### src/rtl/core/fgil_pkg.sv
// shared types, constants and command codes for the glyph index lookup
`timescale 1ns / 1ps
package fgil_pkg;

    localparam int MapSectionsDef    = 8;
    localparam int MapWordsDef       = 4096;
    localparam int MetricSectionsDef = 4;
    localparam int MetricEntriesDef  = 1024;

    typedef enum logic [2:0] {
        CMD_LOOKUP     = 3'd0,
        CMD_MAP_SECT   = 3'd1,
        CMD_MAP_WORD   = 3'd2,
        CMD_MET_SECT   = 3'd3,
        CMD_MET_ENTRY  = 3'd4
    } cmd_t;

    typedef enum logic [2:0] {
        REG_DEFAULT_GLYPH = 3'd0,
        REG_CELL_BYTES    = 3'd1,
        REG_BITMAP_BASE   = 3'd2,
        REG_FB_LEFT       = 3'd3,
        REG_FB_WIDTH      = 3'd4,
        REG_FB_ADVANCE    = 3'd5,
        REG_MAP_COUNT     = 3'd6,
        REG_MET_COUNT     = 3'd7
    } reg_idx_t;

    localparam logic [1:0] METHOD_OFFSET = 2'd0;
    localparam logic [1:0] METHOD_DIRECT = 2'd1;
    localparam logic [1:0] METHOD_PAIRS  = 2'd2;
    localparam logic [1:0] METHOD_SKIP   = 2'd3;

    localparam logic [15:0] NO_GLYPH = 16'hFFFF;

    // transaction queued between front and back
    typedef struct packed {
        logic [2:0]  cmd;
        logic [15:0] char_code;
        logic [2:0]  slot;
        logic [11:0] addr;
        logic [15:0] range_begin;
        logic [15:0] range_end;
        logic [1:0]  method;
        logic [11:0] info_base;
        logic [15:0] word_value;
        logic [7:0]  entry_left;
        logic [7:0]  entry_width;
        logic [7:0]  entry_advance;
    } txn_t;

    typedef enum logic [3:0] {
        ST_IDLE,
        ST_SECT,
        ST_WAIT1,
        ST_EVAL1,
        ST_PCNT,
        ST_PMID,
        ST_PRD,
        ST_PCMP,
        ST_PWAIT,
        ST_PIDX,
        ST_MSCAN,
        ST_MRD,
        ST_MUL,
        ST_OUT
    } state_t;

endpackage

### src/rtl/core/fgil_front.sv
// front end: accepts commands, drops unknown ones and any that arrive while full, queues the rest
`timescale 1ns / 1ps
module fgil_front (
    input  logic                clk,
    input  logic                rst_n,
    input  logic                start,
    output logic                busy,
    input  fgil_pkg::txn_t      in_txn,
    output logic                q_valid,
    output fgil_pkg::txn_t      q_txn,
    input  logic                q_pop
);
    import fgil_pkg::*;

    localparam int Depth = 2;

    txn_t       buf_reg [Depth];
    logic       wr_ptr_reg, wr_ptr_next;
    logic       rd_ptr_reg, rd_ptr_next;
    logic [1:0] cnt_reg, cnt_next;
    logic       push;
    logic       known;

    // classify: only defined commands enter the queue
    always_comb
    begin
        known = (in_txn.cmd == CMD_LOOKUP) || (in_txn.cmd == CMD_MAP_SECT) ||
                (in_txn.cmd == CMD_MAP_WORD) || (in_txn.cmd == CMD_MET_SECT) ||
                (in_txn.cmd == CMD_MET_ENTRY);
    end

    assign busy    = (cnt_reg == 2'(Depth));
    assign push    = start && !busy && known;
    assign q_valid = (cnt_reg != 2'd0);
    assign q_txn   = buf_reg[rd_ptr_reg];

    // pointer and count updates
    always_comb
    begin
        wr_ptr_next = push  ? ~wr_ptr_reg : wr_ptr_reg;
        rd_ptr_next = q_pop ? ~rd_ptr_reg : rd_ptr_reg;
        cnt_next    = cnt_reg + 2'(push) - 2'(q_pop);
    end

    always_ff @(posedge clk or negedge rst_n)
    begin
        if (!rst_n)
        begin
            wr_ptr_reg <= 1'b0;
            rd_ptr_reg <= 1'b0;
            cnt_reg    <= 2'd0;
        end
        else
        begin
            wr_ptr_reg <= wr_ptr_next;
            rd_ptr_reg <= rd_ptr_next;
            cnt_reg    <= cnt_next;
        end
    end

    // queue storage
    always_ff @(posedge clk)
    begin
        if (push)
        begin
            buf_reg[wr_ptr_reg] <= in_txn;
        end
    end
endmodule

### config.mk
export PLATFORM = sky130hd
export DESIGN_NAME = fgil_front
export DESIGN_NICKNAME = d
export VERILOG_FILES = /design/src/rtl/core/fgil_pkg.sv /design/src/rtl/core/fgil_front.sv
export SDC_FILE = /design/constraint.sdc
export NUM_CORES = 1
export LEC_CHECK = 0
export BUFFER_PORTS_ARGS = -buffer_cell sky130_fd_sc_hd__buf_4
export CELL_PAD_IN_SITES_DETAIL_PLACEMENT = 0
export CELL_PAD_IN_SITES_GLOBAL_PLACEMENT = 1
export CORE_MARGIN = 5
export CORE_UTILIZATION = 35
export CTS_CLUSTER_DIAMETER = 100
export DETAILED_ROUTE_END_ITERATION = 16
export PLACE_DENSITY_LB_ADDON = 0.1
export SYNTH_ARGS = -nofsm -noshare
export SYNTH_HDL_FRONTEND = slang
export SYNTH_SLANG_ARGS = --single-unit
### constraint.sdc
create_clock -name clk -period 12.4 [get_ports clk]
set_clock_uncertainty 0.2 [all_clocks]
set_input_delay 2.48 -clock clk [delete_from_list [all_inputs] [get_ports clk]]
set_output_delay 2.48 -clock clk [all_outputs]
set_load 0.02 [all_outputs]
==> Word level (Yosys, flattened, before mapping) <==
Memory sizes are Yosys's and may differ from the RTL's.
Cells that the tools add are included.
{ "word_totals": {"latchBits": 0, "mem_bits_rw": 240, "regBits": 4, "mem_count": 1, "mem_bits_ro": 0, "inputBits": 124} }
{ "memory_table": {"columns": ["name", "words", "word_bits", "read_ports", "rd_ports_with_merged_regs", "wr", "line", "source"], "rows": [
  ["buf_reg", 2, 120, 1, 0, 1, "fgil_front.sv:17", "txn_t buf_reg [Depth];"]
]} }
{ "op_classes": {"mul": 0, "bitwise_logic": 2, "shifts": 0, "n_lt_le_gt_ge": 0, "div_mod_pow": 0, "eq_ne": 5, "add_sub_neg": 2, "n_reduce_logical": 9, "mux": 2} }
{ "ops": {"columns": ["cell", "count"], "rows": [
  ["3-bit by 2-bit equality test with 1-bit output (second input constant)", 2],
  ["1-bit logical OR", 4],
  ["3-bit by 1-bit equality test with 1-bit output (second input constant)", 1],
  ["3-bit equality test (second input constant)", 1],
  ["3-bit logical NOT", 1],
  ["2-bit by 1-bit adder with 2-bit output", 1],
  ["2-bit equality test (second input constant)", 1],
  ["1-bit logical AND", 2],
  ["1-bit two-way mux", 2],
  ["1-bit inverter", 2],
  ["2-bit nonzero test", 1],
  ["2-bit by 1-bit subtractor with 2-bit output", 1],
  ["1-bit logical NOT", 1]
]} }

==> Logic depth before layout (Yosys ltp) <==
Gate-level depths: netlist of the first run.
{ "logic_depth": {"ltp_word": 8, "ltp_mapped": 7, "depth_no_buf": 7} }

==> Least setup slack after synthesis of the first run <==
OpenSTA, ideal clock, no wires.
{ "synth_timing": {"kind": "in2reg", "from": "input port in_txn[118] (netlist name)", "to": "memory buf_reg[0][0] (netlist name), enable pin", "path_buffers": 0, "cell_stages": 3, "arrival_time_ns": 7.800, "setup_ns": 0.601, "slack_ns": 3.799, "cell_sequence": "o21ai_0 nand3b_1 nor2_1"} }
{ "synth_via": {"elab_chain_len": 8, "word_cells_on_any_way": 12, "classes_between": "4 x eq/ne; 2 x mux; 6 x reduce/logical"} }
{ "synth_lines": {"columns": ["element", "line", "source"], "rows": [
  ["start: declaration", "fgil_front.sv:8", "input fgil_pkg::txn_t in_txn,"],
  ["3-bit by 1-bit equality test with 1-bit output / 3-bit logical NOT (equally long branches)", "fgil_front.sv:27", "known = (in_txn.cmd == CMD_LOOKUP) || (in_txn.cmd == CMD_MAP_SECT) ||"],
  ["1-bit logical OR (2 in a row)", "fgil_front.sv:27", null],
  ["1-bit logical OR", "fgil_front.sv:28", "(in_txn.cmd == CMD_MAP_WORD) || (in_txn.cmd == CMD_MET_SECT) ||"],
  ["1-bit logical OR *", "fgil_front.sv:28", null],
  ["1-bit logical AND *", "fgil_front.sv:33", "assign push = start && !busy && known;"],
  ["1-bit two-way mux *", "fgil_front.sv:64", "if (push)"],
  ["1-bit two-way mux (implied by the code) *", "fgil_front.sv:66", "buf_reg[wr_ptr_reg] <= in_txn;"],
  ["end: declaration", "fgil_front.sv:17", null]
]} }
Every way passes the cells marked *; elsewhere a longest branch is shown, timed or not.

==> flow_summary.json, run 1 <==
{
  "ys_seq_elements": 244,
  "dp_cells": 958,
  "max-vdd-ir-drop_uv": 124.1,
  "post_cts_resized": 0,
  "drtIter0Drc": 193,
  "drc_errors": 0,
  "synth_top_area_frac": 0.8114,
  "cp-start-kind": "flop",
  "fin_crit_sh": 0.4510,
  "coreArea_mm2": 0.02511,
  "synthAdderAreaFrac": 0.002817,
  "path_clk_slew_ps": 50,
  "fin_cells": 1003,
  "r2r_setup_slack_ps": 8990,
  "pwr-share-clk": 0.258,
  "combPwrFrac": 0.323,
  "finalSetupViolCount": 0,
  "synth.largest_area_cell": "edfxtp_1",
  "drive_above_1_share": 0.6018,
  "final.fill_count": 2203,
  "dieHeight_um": 169.3,
  "yosysWarnings": 0,
  "ios": 246,
  "path_class": "flop to output pin",
  "area_delta_synth_final_pct": 33.06,
  "multi_input_area_mm2": 0.001459,
  "cts_setup_buffers": 0,
  "die_area_mm2": 0.02866,
  "clkSinkCount": 244,
  "grt.overflow.total": 0,
  "h-tree-depth": 1,
  "tightest_slew_ps": 1046,
  "dpl.hpwl_um": 12340,
  "grt_antenna_before_repair": 0,
  "io_buffers": 245,
  "hold_path_depth": 1,
  "grt_usage": 0.1255,
  "hold_path.class": "flop to flop",
  "drt_wl_total_um": 18760,
  "finalHoldViolCount": 0,
  "routabilityCongestion": 0.7154,
  "cts_hold_buf": 0,
  "tns_ps": 0,
  "ant_nets": 0,
  "die_w_um": 169.3,
  "final-seq-area_mm2": 0.007311,
  "outcome": "finished clean",
  "synth_area_mm2": 0.008882,
  "crit_required_ps": 9720,
  "route.detailed.wl_per_inst_um": 18.71,
  "slew_violations": 0,
  "power.switching_mw": 0.8059,
  "drt_pre_antenna_iters": 4,
  "end_kind": "output pin",
  "start_util": 0.3537,
  "seq_power_share": 0.419,
  "cts_tree": "yes",
  "cp_max_fo": 77,
  "swShare": 0.3043,
  "grt_max_degree": 78,
  "root_buffer": "clkbuf_16",
  "p_leak_nw": 4.338,
  "p_int_mw": 1.842,
  "placement_rows": 58,
  "p_per_area_mw_per_mm2": 224.1,
  "ff2ff_path_depth": 5,
  "arrival_ps": 2910,
  "synthMuxAreaShare": 0.1521,
  "rsz0062_at_grt": "false",
  "clock_path_buffers": 3,
  "seq_area_frac_synth": 0.8227,
  "diodes": 0,
  "syn_nets": 517,
  "post-route-min-period_ps": 5593,
  "syn-instance-count": 391,
  "avgSynthCellArea_um2": 22.72,
  "clkLatencyLatePin_ps": 510,
  "largest_reg_flops": 240,
  "grt_pass1_wl_um": 27890,
  "grt_pass1_vias": 4915,
  "yosysUniqueCellTypes": 15,
  "max_freq_ghz": 0.1788,
  "cts_buffers": 27,
  "num_vias": 4496,
  "synth_compound_area_frac": 0.0005635,
  "slew_headroom": 0.3026,
  "nets": 783,
  "yosys.area_share.xor_xnor": 0.003944,
  "synth_top_family_by_area": "multiplexers",
  "synthTopCellsByArea": "edfxtp_1, mux2_2, buf_6, dfrtp_1, xnor2_1",
  "via_per_inst": 4.483,
  "maxCapViolCount": 0,
  "synthSimpleGateAreaFrac": 0.003099
}
==> cell usage after synthesis <==
| cell | n |
|---|---|
| inv_1 | 2 |
| nor2b_1 | 1 |
| nand3b_1 | 1 |
| xnor2_1 | 3 |
| nor2_1 | 2 |
| buf_6 | 9 |
| buf_4 | 1 |
| xor2_1 | 1 |
| or2_2 | 1 |
| buf_2 | 3 |
| dfrtp_1 | 4 |
| ha_1 | 2 |
| edfxtp_1 | 240 |
| o21ai_0 | 1 |
| mux2_2 | 120 |
==> path summary, 6_finish.rpt <==
check	from	to
max in group asynchronous	rst_n	rd_ptr_reg
hold reg to reg	cnt_reg[1]	cnt_reg[1]
setup / recovery	rd_ptr_reg	q_txn[101]
hold / removal	cnt_reg[1]	cnt_reg[1]
min in group asynchronous	rst_n	rd_ptr_reg
setup reg to reg	cnt_reg[1]	buf_reg[0][58]
==> cell families after synthesis <==
group                      count (synthesis)
muxes                                    120
DFF                                      244
buffers and inverters                     15
AOI/OAI and AO/OA                          1
xor gates and xnor gates                   4
adders and majority gates                  2
and+or+nand+nor                            5
==> worst max-delay path: stages (launching register included) <==
cell	delay (ps)
dfrtp_4	830
buf_4	920
mux2_2	440
buf_4	160
==> through the flow <==
step	setup slack, ps	hold slack, ps	power [mW]	utilization	instance area [um2]
after global routing	6592	328.1	2.787	0.4707	11820
final	6808	297.1	2.648	0.4707	11820
after CTS	6661	306.3	2.705	0.4707	11820
after floorplan	3799	251.9	1.677	-	8882
after global placement	6792	277.1	1.998	0.4408	11070
after detailed placement	6792	291.8	2.006	0.4408	11070
==> final cells by class <==
| cell class | count | share of cell area |
|---|---|---|
| sequential | 244 | 0.6186 |
| timing repair buffer | 250 | 0.1588 |
| multi-input combinational | 132 | 0.1234 |
| clock buffer | 33 | 0.05907 |
| tap | 330 | 0.03494 |
| clock inverter | 12 | 0.004552 |
| inverter | 2 | 0.0006352 |
==> placed cells by master (no fill, tap or decap) <==
cell type / instances
nor2b_1: 1
inv_1: 2
nor2_4: 2
mux2_2: 120
edfxtp_1: 240
clkbuf_1: 6
ha_1: 2
dfrtp_4: 1
clkbuf_16: 27
buf_4: 250
clkinv_1: 8
inv_6: 1
xor2_1: 1
nand3b_1: 1
dfrtp_1: 3
o21ai_0: 1
or2_2: 1
clkinv_2: 3
xnor2_1: 3
==> power groups by stage <==
stage / clock network (mW) / logic [mW] / registers (mW)
floorplan: 0 / 0.562 / 1.12
global placement: 0 / 0.873 / 1.12
detailed placement: 0 / 0.874 / 1.13
CTS: 0.712 / 0.878 / 1.12
global route: 0.751 / 0.911 / 1.12
finish: 0.683 / 0.855 / 1.11
==> layer usage <==
layer,part of all wire,track usage,up-vias
met4,0.027,0.03990,0
met2,0.52,0.2201,156
met1,0.37,0.1469,2219
li1,-,-,2089
met3,0.082,0.04030,32
met5,0,0,-
(Power assumes the default switching activity.)
==> run 2, diff against run 1 <==
Clock period 12.4 ns to 4.66 ns, I/O delays scaled along.
==> flow_summary.json, run 2 (same netlist as run 1, synthesis figures left out) <==
{
  "outcome": "finished clean",
  "clkSinkCount": 244,
  "final.fill_count": 2192,
  "drt_wl_total_um": 18450,
  "dpl.hpwl_um": 12180,
  "power.switching_mw": 2.173,
  "end_kind": "output pin",
  "reg2reg_from": "cnt_reg[1]",
  "slew_headroom": 0.3436,
  "root_buffer": "clkbuf_16",
  "cts_buffers": 27,
  "layout_common_cells": "buf_4, edfxtp_1, mux2_2, clkbuf_16, clkbuf_1",
  "tns_ps": 0,
  "cts_tree": "yes",
  "post-route-min-period_ps": 3534,
  "p_int_mw": 5.043,
  "h-tree-depth": 1,
  "num_vias": 4529,
  "ant_nets": 0,
  "crit_start": "rd_ptr_reg",
  "maxCapViolCount": 0,
  "route.detailed.wl_per_inst_um": 18.28,
  "routabilityCongestion": 0.7186,
  "path_clk_slew_ps": 60,
  "grt_pass1_wl_um": 26920,
  "dieHeight_um": 169.3,
  "rsz0062_at_grt": "false",
  "drtIter0Drc": 151,
  "drt_pre_antenna_iters": 4,
  "placement_rows": 58,
  "clkLatencyLatePin_ps": 520,
  "fin_crit_sh": 0.7583,
  "finalHoldViolCount": 0,
  "cp-start-kind": "flop",
  "area_delta_synth_final_pct": 34.31,
  "path_class": "flop to output pin",
  "start_util": 0.3537,
  "die_area_mm2": 0.02866,
  "r2r_setup_slack_ps": 2210,
  "diodes": 0,
  "coreArea_mm2": 0.02511,
  "r2r-end": "buf_reg[1][67]",
  "seq_power_share": 0.410,
  "nets": 785,
  "p_leak_nw": 4.390,
  "combPwrFrac": 0.316,
  "grt.overflow.total": 0,
  "cts_hold_buf": 1,
  "ios": 246,
  "io_buffers": 245,
  "grt_usage": 0.1214,
  "swShare": 0.3011,
  "hold_path.class": "flop to flop",
  "tightest_slew_ps": 984.6,
  "max_freq_ghz": 0.2830,
  "slew_violations": 0,
  "cp_max_fo": 47,
  "grt_pass1_vias": 4829,
  "pwr-share-clk": 0.273,
  "drc_errors": 0,
  "largest_reg_flops": 240,
  "multi_input_area_mm2": 0.001459,
  "crit_end": "q_txn[86]",
  "cts_setup_buffers": 0,
  "finalSetupViolCount": 0,
  "max-vdd-ir-drop_uv": 308.6,
  "p_per_area_mw_per_mm2": 604.9,
  "via_per_inst": 4.489,
  "drive_above_1_share": 0.6068,
  "final-seq-area_mm2": 0.007311,
  "grt_antenna_before_repair": 1,
  "post_cts_resized": 0,
  "grt_max_degree": 70,
  "final_util": 0.4751,
  "ff2ff_path_depth": 4,
  "fin_ws_ps": 1126,
  "final_common_cell": "buf_4",
  "crit_required_ps": 3530,
  "arrival_ps": 2400,
  "clock_path_buffers": 3,
  "die_w_um": 169.3,
  "post-place-ws_ps": 1545
}
run 2: cell count changes in the layout (fill, tap and decap cells not counted), sizes merged:
cell	previous run	this run
clkinvlp	0	1
dlygate4sd3	0	1
clkinv	11	10
buf	250	251
clkbuf	33	34
bufinv	0	2
inv	3	4
run 2: layout make-up:
class | count | share of cell area
flip-flops and latches | 244 | 0.6128
repair buffers | 252 | 0.1598
multi-input cells | 132 | 0.1223
clock buffers | 34 | 0.05884
well taps | 330 | 0.03461
clock inverters | 15 | 0.01101
inverters | 2 | 0.0006293
run 2: critical path: stages (launching register included):
cell and delay [ps]:
dfrtp_4 880, buf_4 430, mux2_2 390, buf_4 160
run 2: per-layer routing:
layer  GRT usage  share of wire  vias up
met5           0        0.00070        -
met4     0.04235          0.031        2
met3     0.04239          0.090       32
met2      0.2068           0.50      165
met1      0.1438           0.38     2236
li1            -              -     2094
run 2: worst min-delay path by stage:
stage | depth (start not counted) | end | slack [ps] | startpoint
after global routing | 1 | cnt_reg[1] | 310 | cnt_reg[1]
after CTS | 1 | cnt_reg[1] | 290 | cnt_reg[1]
final | 1 | cnt_reg[1] | 290 | cnt_reg[1]
after detailed placement | 1 | cnt_reg[1] | 280 | cnt_reg[1]
after global placement | 1 | cnt_reg[1] | 270 | cnt_reg[1]
after floorplan | 1 | cnt_reg[1] | 250 | cnt_reg[1]
run 2: through the flow:
step           instances  hold slack, ps  total power [mW]  cell area (um2)
2_1_floorplan        391           251.9             4.434             8887
3_3_place_gp         959           272.5             5.329            11090
3_5_place_dp         959           278.6             5.350            11090
4_1_cts             1009           291.1             7.365            11930
5_1_grt             1009           314.4             7.570            11930
6_report            1009           292.5             7.216            11930
run 2: power by group through the flow:
stage | registers (mW) | clock network (mW) | logic, mW
after CTS | 2.97 | 2.05 | 2.34
final | 2.96 | 1.97 | 2.28
after floorplan | 2.94 | 0 | 1.50
after global routing | 2.99 | 2.15 | 2.43
after detailed placement | 3.02 | 0 | 2.33
after global placement | 3.00 | 0 | 2.33
